## src/sv/cacr_pkg.sv

```systemverilog
package cacr_pkg;

  // Alphabet capacity and derived widths
  localparam int ALPHABET_MAX  = 128;
  localparam int IDX_W         = $clog2(ALPHABET_MAX);
  localparam int CNT_W         = $clog2(ALPHABET_MAX + 1);

  // Default character set loaded at reset
  localparam int DEFAULT_COUNT = 95;
  localparam int DEF_LOAD      = (ALPHABET_MAX < DEFAULT_COUNT) ? ALPHABET_MAX : DEFAULT_COUNT;
  localparam int INIT_W        = (DEF_LOAD > 1) ? $clog2(DEF_LOAD) : 1;

  localparam logic [DEFAULT_COUNT*8-1:0] DEFAULT_STR = {
    8'h20, 8'h0A, 8'h0D, 8'h09,
    "abcdefghijklmnopqrstuvwxyz",
    "ABCDEFGHIJKLMNOPQRSTUVWXYZ",
    "[]{}",
    "1234567890",
    "!@#$%^&*()_+-=,./<>?:;",
    8'h22, 8'h5C, 8'h7E
  };

  // Rotation register and remainder sequencer
  localparam int ROT_W         = 8;
  localparam int STEP_W        = $clog2(ROT_W);
  localparam logic [ROT_W-1:0] ROTATION_RESET = 8'd4;

  // Configuration register indexes
  localparam int CFG_IDX_W = 2;
  localparam logic [CFG_IDX_W-1:0] CFG_ROTATION  = 2'd0;
  localparam logic [CFG_IDX_W-1:0] CFG_DIRECTION = 2'd1;

  // Item kinds
  localparam logic [1:0] KIND_CLEAR  = 2'd0;
  localparam logic [1:0] KIND_APPEND = 2'd1;
  localparam logic [1:0] KIND_XFORM  = 2'd2;

  // Result status codes
  localparam logic [1:0] ST_DONE = 2'd0;
  localparam logic [1:0] ST_MISS = 2'd1;
  localparam logic [1:0] ST_DUP  = 2'd2;
  localparam logic [1:0] ST_FULL = 2'd3;

  typedef struct packed {
    logic [1:0] kind;
    logic [7:0] value;
  } cacr_in_t;

  typedef struct packed {
    logic [7:0] value_out;
    logic [1:0] status;
    logic [7:0] alphabet_size;
  } cacr_out_t;

  // Controller to datapath commands
  typedef struct packed {
    logic              init_we;
    logic [INIT_W-1:0] init_idx;
    logic              accept;
    logic              mod_step;
    logic [STEP_W-1:0] step_idx;
    logic              look;
    logic              fetch;
    logic              out_load;
  } cacr_cmd_t;

  // Datapath to controller status
  typedef struct packed {
    logic lookup;
  } cacr_stat_t;

  // i-th character of the default set
  function automatic logic [7:0] default_char(input int i);
    return DEFAULT_STR[(DEFAULT_COUNT - 1 - i) * 8 +: 8];
  endfunction

  // Membership marks of the loaded part of the default set
  function automatic logic [255:0] default_mask();
    logic [255:0] m;
    m = '0;
    for (int i = 0; i < DEF_LOAD; i++) begin
      m[default_char(i)] = 1'b1;
    end
    return m;
  endfunction

  localparam logic [255:0] DEFAULT_MASK = default_mask();

endpackage

```

## src/sv/cacr_ctrl.sv

```systemverilog
module cacr_ctrl
  import cacr_pkg::*;
(
  input  logic       clk,
  input  logic       rst,
  input  logic       in_valid,
  output logic       in_ready,
  output logic       out_valid,
  input  logic       out_ready,
  input  cacr_stat_t stat,
  output cacr_cmd_t  cmd
);

  typedef enum logic [5:0] {
    S_INIT  = 6'b000001,
    S_IDLE  = 6'b000010,
    S_MOD   = 6'b000100,
    S_LOOK  = 6'b001000,
    S_FETCH = 6'b010000,
    S_RES   = 6'b100000
  } state_t;

  state_t state, state_next;
  logic [INIT_W-1:0] init_idx, init_idx_next;
  logic [STEP_W-1:0] step_cnt, step_cnt_next;
  logic out_valid_next;
  logic accept;
  logic slot_free;

  assign in_ready  = (state == S_IDLE);
  assign accept    = in_valid && in_ready;
  assign slot_free = !out_valid || out_ready;

  // Next state and commands
  always_comb begin
    state_next    = state;
    init_idx_next = init_idx;
    step_cnt_next = step_cnt;
    cmd           = '0;
    cmd.init_idx  = init_idx;
    cmd.step_idx  = step_cnt;
    cmd.accept    = accept;
    case (state)
      S_INIT: begin
        cmd.init_we   = 1'b1;
        init_idx_next = init_idx + 1'b1;
        if (init_idx == INIT_W'(DEF_LOAD - 1)) begin
          state_next = S_IDLE;
        end
      end
      S_IDLE: begin
        step_cnt_next = '0;
        if (accept) begin
          state_next = stat.lookup ? S_MOD : S_RES;
        end
      end
      S_MOD: begin
        cmd.mod_step  = 1'b1;
        step_cnt_next = step_cnt + 1'b1;
        if (step_cnt == STEP_W'(ROT_W - 1)) begin
          state_next = S_LOOK;
        end
      end
      S_LOOK: begin
        cmd.look   = 1'b1;
        state_next = S_FETCH;
      end
      S_FETCH: begin
        cmd.fetch  = 1'b1;
        state_next = S_RES;
      end
      S_RES: begin
        if (slot_free) begin
          cmd.out_load = 1'b1;
          state_next   = S_IDLE;
        end
      end
      default: begin
        state_next = S_IDLE;
      end
    endcase
  end

  // Output register occupancy
  always_comb begin
    if (cmd.out_load) begin
      out_valid_next = 1'b1;
    end else if (out_ready) begin
      out_valid_next = 1'b0;
    end else begin
      out_valid_next = out_valid;
    end
  end

  always_ff @(posedge clk) begin
    if (rst) begin
      state     <= S_INIT;
      init_idx  <= '0;
      step_cnt  <= '0;
      out_valid <= 1'b0;
    end else begin
      state     <= state_next;
      init_idx  <= init_idx_next;
      step_cnt  <= step_cnt_next;
      out_valid <= out_valid_next;
    end
  end

endmodule

```

## src/sv/cacr_datapath.sv

```systemverilog
module cacr_datapath
  import cacr_pkg::*;
(
  input  logic                 clk,
  input  logic                 rst,
  input  cacr_cmd_t            cmd,
  output cacr_stat_t           stat,
  input  cacr_in_t             in_data,
  output cacr_out_t            out_data,
  input  logic                 cfg_valid,
  input  logic [CFG_IDX_W-1:0] cfg_index,
  input  logic [7:0]           cfg_data
);

  // Alphabet storage
  logic [7:0]       chars_mem [ALPHABET_MAX];
  logic [IDX_W-1:0] pos_mem   [256];
  logic [255:0]     char_valid;
  logic [CNT_W-1:0] count;
  logic             dup;

  // Configuration
  logic [ROT_W-1:0] rotation;
  logic             direction;

  // Item and result registers
  logic [IDX_W-1:0] pos_rdata;
  logic [7:0]       chars_rdata;
  logic [CNT_W-1:0] rem, rem_next;
  logic [7:0]       res_value;
  logic [1:0]       res_status;

  logic             full;
  logic [CNT_W:0]   n_ext;
  logic [CNT_W:0]   shifted;
  logic             rot_bit;
  logic [CNT_W:0]   idx_raw;
  logic [CNT_W:0]   idx_mod;
  logic [IDX_W-1:0] rd_idx;

  logic             chars_we;
  logic [IDX_W-1:0] chars_waddr;
  logic [7:0]       chars_wdata;
  logic             pos_we;
  logic [7:0]       pos_waddr;
  logic [IDX_W-1:0] pos_wdata;

  assign full  = (count >= CNT_W'(ALPHABET_MAX));
  assign n_ext = {1'b0, count};

  assign stat.lookup = (in_data.kind == KIND_XFORM) && !dup && (count != '0) &&
                       char_valid[in_data.value];

  // Configuration registers
  always_ff @(posedge clk) begin
    if (rst) begin
      rotation  <= ROTATION_RESET;
      direction <= 1'b0;
    end else if (cfg_valid) begin
      case (cfg_index)
        CFG_ROTATION:  rotation  <= cfg_data;
        CFG_DIRECTION: direction <= cfg_data[0];
        default: ;
      endcase
    end
  end

  // Memory write ports: reset sweep or append
  always_comb begin
    chars_we    = 1'b0;
    chars_waddr = IDX_W'(count);
    chars_wdata = in_data.value;
    pos_we      = 1'b0;
    pos_waddr   = in_data.value;
    pos_wdata   = IDX_W'(count);
    if (cmd.init_we) begin
      chars_we    = 1'b1;
      chars_waddr = IDX_W'(cmd.init_idx);
      chars_wdata = default_char(int'(cmd.init_idx));
      pos_we      = 1'b1;
      pos_waddr   = default_char(int'(cmd.init_idx));
      pos_wdata   = IDX_W'(cmd.init_idx);
    end else if (cmd.accept && (in_data.kind == KIND_APPEND) && !full) begin
      chars_we = 1'b1;
      pos_we   = !char_valid[in_data.value];
    end
  end

  // Rotation remainder, one bit of the rotation per step, MSB first
  assign rot_bit = rotation[STEP_W'(ROT_W - 1) - cmd.step_idx];
  assign shifted = {rem, rot_bit};
  always_comb begin
    if (shifted >= n_ext) begin
      rem_next = CNT_W'(shifted - n_ext);
    end else begin
      rem_next = CNT_W'(shifted);
    end
  end

  // Rotated index: one add (an add and a subtract in reverse direction) and one conditional subtract
  always_comb begin
    if (direction) begin
      idx_raw = (CNT_W+1)'(pos_rdata) + n_ext - (CNT_W+1)'(rem);
    end else begin
      idx_raw = (CNT_W+1)'(pos_rdata) + (CNT_W+1)'(rem);
    end
    if (idx_raw >= n_ext) begin
      idx_mod = idx_raw - n_ext;
    end else begin
      idx_mod = idx_raw;
    end
  end
  assign rd_idx = idx_mod[IDX_W-1:0];

  // Memories
  always_ff @(posedge clk) begin
    if (chars_we) begin
      chars_mem[chars_waddr] <= chars_wdata;
    end
    if (cmd.look) begin
      chars_rdata <= chars_mem[rd_idx];
    end
  end

  always_ff @(posedge clk) begin
    if (pos_we) begin
      pos_mem[pos_waddr] <= pos_wdata;
    end
    if (cmd.accept) begin
      pos_rdata <= pos_mem[in_data.value];
    end
  end

  // Alphabet control state
  always_ff @(posedge clk) begin
    if (rst) begin
      char_valid <= DEFAULT_MASK;
      count      <= CNT_W'(DEF_LOAD);
      dup        <= 1'b0;
    end else if (cmd.accept) begin
      case (in_data.kind)
        KIND_CLEAR: begin
          char_valid <= '0;
          count      <= '0;
          dup        <= 1'b0;
        end
        KIND_APPEND: begin
          if (!full) begin
            count <= count + 1'b1;
            if (char_valid[in_data.value]) begin
              dup <= 1'b1;
            end else begin
              char_valid[in_data.value] <= 1'b1;
            end
          end
        end
        default: ;
      endcase
    end
  end

  // Result selection
  always_ff @(posedge clk) begin
    if (cmd.accept) begin
      rem        <= '0;
      res_value  <= in_data.value;
      res_status <= ST_DONE;
      case (in_data.kind)
        KIND_APPEND: begin
          if (full) begin
            res_status <= ST_FULL;
          end
        end
        KIND_XFORM: begin
          if (dup) begin
            res_value  <= 8'd0;
            res_status <= ST_DUP;
          end else if (!stat.lookup) begin
            res_status <= ST_MISS;
          end
        end
        default: ;
      endcase
    end else begin
      if (cmd.mod_step) begin
        rem <= rem_next;
      end
      if (cmd.fetch) begin
        res_value  <= chars_rdata;
        res_status <= ST_DONE;
      end
    end
  end

  // Output register
  always_ff @(posedge clk) begin
    if (cmd.out_load) begin
      out_data.value_out     <= res_value;
      out_data.status        <= res_status;
      out_data.alphabet_size <= 8'(count);
    end
  end

endmodule

```

## src/sv/custom_alphabet_rotation_cipher.sv

```systemverilog
// Rotation cipher over a programmable byte alphabet.
// Input channel (in_valid/in_ready/in_data): one transaction per item, kind
// clear, append or transform, plus a byte. Output channel (out_valid/
// out_ready/out_data): exactly one result transaction per input item, in order.
// Configuration channel (cfg_valid/cfg_ready/cfg_index/cfg_data): index 0
// rotation, index 1 direction; always ready, write only while the block is idle.
// Clear, append and transforms that need no table lookup go from acceptance
// straight to the result stage. A transform that looks up the alphabet first
// forms the bit-serial remainder of rotation by the alphabet size, one
// rotation bit per step, then forms the rotated index and reads the character
// memory (one registered port). The block takes no new item until the
// current item's result has moved to the output register.
// At reset the block runs a sweep that loads the default alphabet into the
// character and position memories; in_ready stays low meanwhile.
// A stalled receiver holds the result in the output register; the block
// still takes the next item, and that item's result waits inside until the
// output register frees up.
module custom_alphabet_rotation_cipher
  import cacr_pkg::*;
(
  input  logic                 clk,
  input  logic                 rst,
  input  logic                 in_valid,
  output logic                 in_ready,
  input  cacr_in_t             in_data,
  output logic                 out_valid,
  input  logic                 out_ready,
  output cacr_out_t            out_data,
  input  logic                 cfg_valid,
  output logic                 cfg_ready,
  input  logic [CFG_IDX_W-1:0] cfg_index,
  input  logic [7:0]           cfg_data
);

  cacr_cmd_t  cmd;
  cacr_stat_t stat;

  assign cfg_ready = 1'b1;

  cacr_ctrl u_ctrl (
    .clk       (clk),
    .rst       (rst),
    .in_valid  (in_valid),
    .in_ready  (in_ready),
    .out_valid (out_valid),
    .out_ready (out_ready),
    .stat      (stat),
    .cmd       (cmd)
  );

  cacr_datapath u_datapath (
    .clk       (clk),
    .rst       (rst),
    .cmd       (cmd),
    .stat      (stat),
    .in_data   (in_data),
    .out_data  (out_data),
    .cfg_valid (cfg_valid),
    .cfg_index (cfg_index),
    .cfg_data  (cfg_data)
  );

endmodule

```

## config.mk

```make
export PLATFORM = sky130hd
export DESIGN_NAME = custom_alphabet_rotation_cipher
export DESIGN_NICKNAME = d
export VERILOG_FILES = /design/src/sv/cacr_pkg.sv /design/src/sv/cacr_ctrl.sv /design/src/sv/cacr_datapath.sv /design/src/sv/custom_alphabet_rotation_cipher.sv
export SDC_FILE = /design/constraint.sdc
export NUM_CORES = 2
export LEC_CHECK = 0
export BUFFER_PORTS_ARGS = -buffer_cell sky130_fd_sc_hd__buf_4
export CAP_MARGIN = 20
export CORE_ASPECT_RATIO = 1.1
export CORE_UTILIZATION = 55
export DETAILED_ROUTE_END_ITERATION = 16
export PLACE_DENSITY = 0.76
export REMOVE_ABC_BUFFERS = 1
export SLEW_MARGIN = 10
export SYNTH_ARGS = -nofsm -noshare
export SYNTH_HDL_FRONTEND = slang
export SYNTH_SLANG_ARGS = --single-unit
```

## constraint.sdc

```tcl
create_clock -name clk -period 24.3 [get_ports clk]
set_input_delay 2.43 -clock clk [delete_from_list [all_inputs] [get_ports clk]]
set_output_delay 2.43 -clock clk [all_outputs]
set_load 0.005 [all_outputs]
```

==> metrics.cfg <==
[finish]
drive_gt1_share_pct=18.03
fin_area_um2=141000
area_growth_pct=10.70
multi_input_area_um2=33240
ff_latch_area_um2=91840
n_fill_cell=15590
nNetsFinal=7508

[grt]
antenna_found_initial=11
grt_remaining_overflow=0
grt_pass1_vias=72484
grt_max_degree=257
track_usage_pct=29.31
grt_pass1_wl_um=500400

[power_and_ir_drop]
p_per_area_nw_per_um2=120.8
switchingPower_mw=6.226
seqPwrFrac_pct=38.2
combinationalPowerShare_pct=32.8
leakagePower_nw=44.31
internal_power_mw=10.80
p_clk_share_pct=29.0
p_sw_share_pct=36.56
ir_drop_mv=0.2445

[sta]
setup_viol=0
grt_setup_unrepaired=false
slew_violations=0
finalCriticalPeriod_ps=8846
finalHoldViolCount=0
tightest_slew_ps=1213
fin_ws_ps=15450
slew_headroom_pct=19.12
period_share_pct=36.40
tns_ps=0
fmax_mhz=113.0
clock_skew_ps=85.25

[synth]
synth_common_cells=2,859 x edfxtp_1, 660 x mux4_2, 534 x nand2_1
synth_cell_types=84
ys_ff_latch=3158
syn_area_um2=127400
synth.area.top_cells=edfxtp_1 67%, mux4_2 12%, dfxtp_1 4.7%, o21ai_0 1.8%, nand2_1 1.6%
synth_top_area_cell=edfxtp_1
yosysSeqAreaShare_pct=72.11
synth_edf_count=2859
synth_top_area_share_pct=67.41
post_synth.cell_area_avg_um2=17.02
yosysWarnings=0
synthCells=7482
synthFlopType=edfxtp_1
yosysMostFrequentCell=edfxtp_1
async_flop_share_pct=0

[die]
fp-row-count=184
fp.dieW_um=460.8
core_um2=229300
fp.dieH_um=506.7
initial_core_util_pct=55.54
ioPinCount=46
dieArea_um2=233500

[worst_setup_path]
end_kind=register
crit_start=u_datapath.count[0]$_SDFFE_PP1P_
cp_max_fo=148
r2r_cells=27
cp_top_family=compound AO/OA/AOI/OAI gates
critPathLaunchType=register
crit_type=reg2reg
cpPeakStageDelay_ps=720
cp_data_required_time_ps=24980
critPathBufInv=7
reg2reg_to=u_datapath.chars_rdata[1]$_DFFE_PP_
cp_data_arrival_time_ps=9520
rr_startpoint=u_datapath.count[0]$_SDFFE_PP1P_
critPathSlowestCell=buf_4
r2r_slack_ps=15450

[place]
place_congestion=0.9480
dpl-instance-area_um2=130600
numPortBuffers=44
dp_slack_ps=15440
dp_hpwl_um=196400

[drt]
drt-total-wl_um=343900
first_pass_iters=6
wl_per_cell_um=32.06
viasPerCell=6.905
ant_nets=0
vias=74075
drt_iter0_drc=11359
drc_errors=0

[cts]
numCtsBuffers=321
postCtsHoldBufs=0
postCtsSetupBuffers=0
clk_latency_ps=980
cts_tree=done
cts_buffer_depth=4
ctsHtreeMaxLevel=5
root_buffer=clkbuf_16
cts.sinks=3158
path_clk_slew_ps=60
cts.repair.resized=0

[hold_path]
hold_path.startpoint=u_datapath.res_value[2]$_DFFE_PP_
min_to=u_datapath.out_data[12]$_DFFE_PP_
min_path_type=reg2reg
min_path_cells=0

[flow_run]
max-cap-violations=0

[status]
status=completed

==> routing by layer <==
layer / track usage (%) / part of all wire [%] / vias to the layer above
li1: - / - / 30142
met5: 0 / 0.025 / -
met2: 45.97 / 48 / 5257
met3: 6.131 / 11 / 1051
met1: 38.57 / 35 / 37611
met4: 16.01 / 6.3 / 14
==> registers in the layout, indices dropped and copies added, names as in the netlist, 2 cells and up <==
name,flops
u_datapath.res_value,8
u_datapath.count,8
u_datapath.pos_mem,1792
u_datapath.res_status,2
u_ctrl.step_cnt,3
u_datapath.rotation,8
u_datapath.chars_rdata,8
u_ctrl.state,6
u_datapath.pos_rdata,7
u_datapath.chars_mem,1024
u_datapath.char_valid,256
u_ctrl.init_idx,7
u_datapath.rem,8
u_datapath.out_data,18
==> power groups by stage <==
stage	combinational, mW	sequential [mW]	clock, mW
floorplan	3.33	6.69	0
global placement	5.25	6.61	0
detailed placement	5.37	6.62	0
CTS	5.41	6.50	4.95
global route	5.77	6.51	5.15
finish	5.59	6.50	4.93
==> worst max-delay path by stage <==
| stage | end | slack [ps] | cells after the start |
|---|---|---|---|
| after floorplan | u_datapath.chars_rdata[6]$_DFFE_PP_ | 7380 | 23 |
| after global placement | u_datapath.pos_mem[208][1]$_DFFE_PP_ | 15580 | 12 |
| after detailed placement | u_datapath.pos_mem[212][3]$_DFFE_PP_ | 15440 | 12 |
| after CTS | u_datapath.chars_rdata[3]$_DFFE_PP_ | 15640 | 23 |
| after global routing | u_datapath.chars_rdata[3]$_DFFE_PP_ | 15010 | 26 |
| final | u_datapath.chars_rdata[1]$_DFFE_PP_ | 15450 | 27 |
==> cell type report <==
cell class,instances,area share (%)
flip-flops and latches,3158,65.14
clock buffers,388,6.019
repair buffers,167,1.044
multi-input cells,3708,23.57
diodes,5,0.008874
inverters,69,0.2245
well taps,3069,2.724
clock inverters,163,1.268
==> through the flow <==
step / power [mW] / cells / hold WS [ps] / utilization [%]
floorplan: 10.02 / 6935 / 400.3 / -
global placement: 11.86 / 10162 / 404.2 / 56.92
detailed placement: 11.99 / 10164 / 404.5 / 56.94
CTS: 16.87 / 10715 / 416.1 / 61.42
global route: 17.43 / 10723 / 425.9 / 61.48
finish: 17.03 / 10727 / 418.2 / 61.49
==> cell families (layout without fill, tap and decap cells) <==
kind of cell | Yosys count | after routing | synth area share [%]
DFF | 3158 | 3158 | 72.11
and+or+nand+nor | 1492 | 1492 | 5.060
AOI/OAI and AO/OA | 1340 | 1340 | 7.310
muxes | 782 | 782 | 12.65
buffers and inverters | 616 | 787 | 1.998
adders and majority gates | 58 | 58 | 0.6287
xor gates and xnor gates | 35 | 35 | 0.2407
other | 1 | 6 | 0.002944
==> placed cells by master, fill, tap and decap left out, types with 21 or more instances in the layout <==
master / instances
and3_1: 49
mux2i_1: 97
clkbuf_16: 330
clkbuf_1: 57
nor4_1: 27
nor2b_1: 22
nor3_1: 44
bufinv_16: 38
o221ai_1: 25
mux4_2: 660
nand3_1: 177
o22ai_1: 87
xnor2_1: 25
a221o_1: 110
nor2_1: 527
clkinv_2: 48
a311oi_1: 82
edfxtp_1: 2859
inv_1: 59
nand2b_1: 21
a31oi_1: 31
o21ai_0: 461
buf_4: 150
mux2_2: 23
dfxtp_1: 299
ha_1: 48
a32oi_1: 199
a221oi_1: 28
nand2_1: 528
a211oi_1: 42
a21oi_1: 97
clkinv_1: 51
No activity file was read; power rests on OpenSTA's default activity.
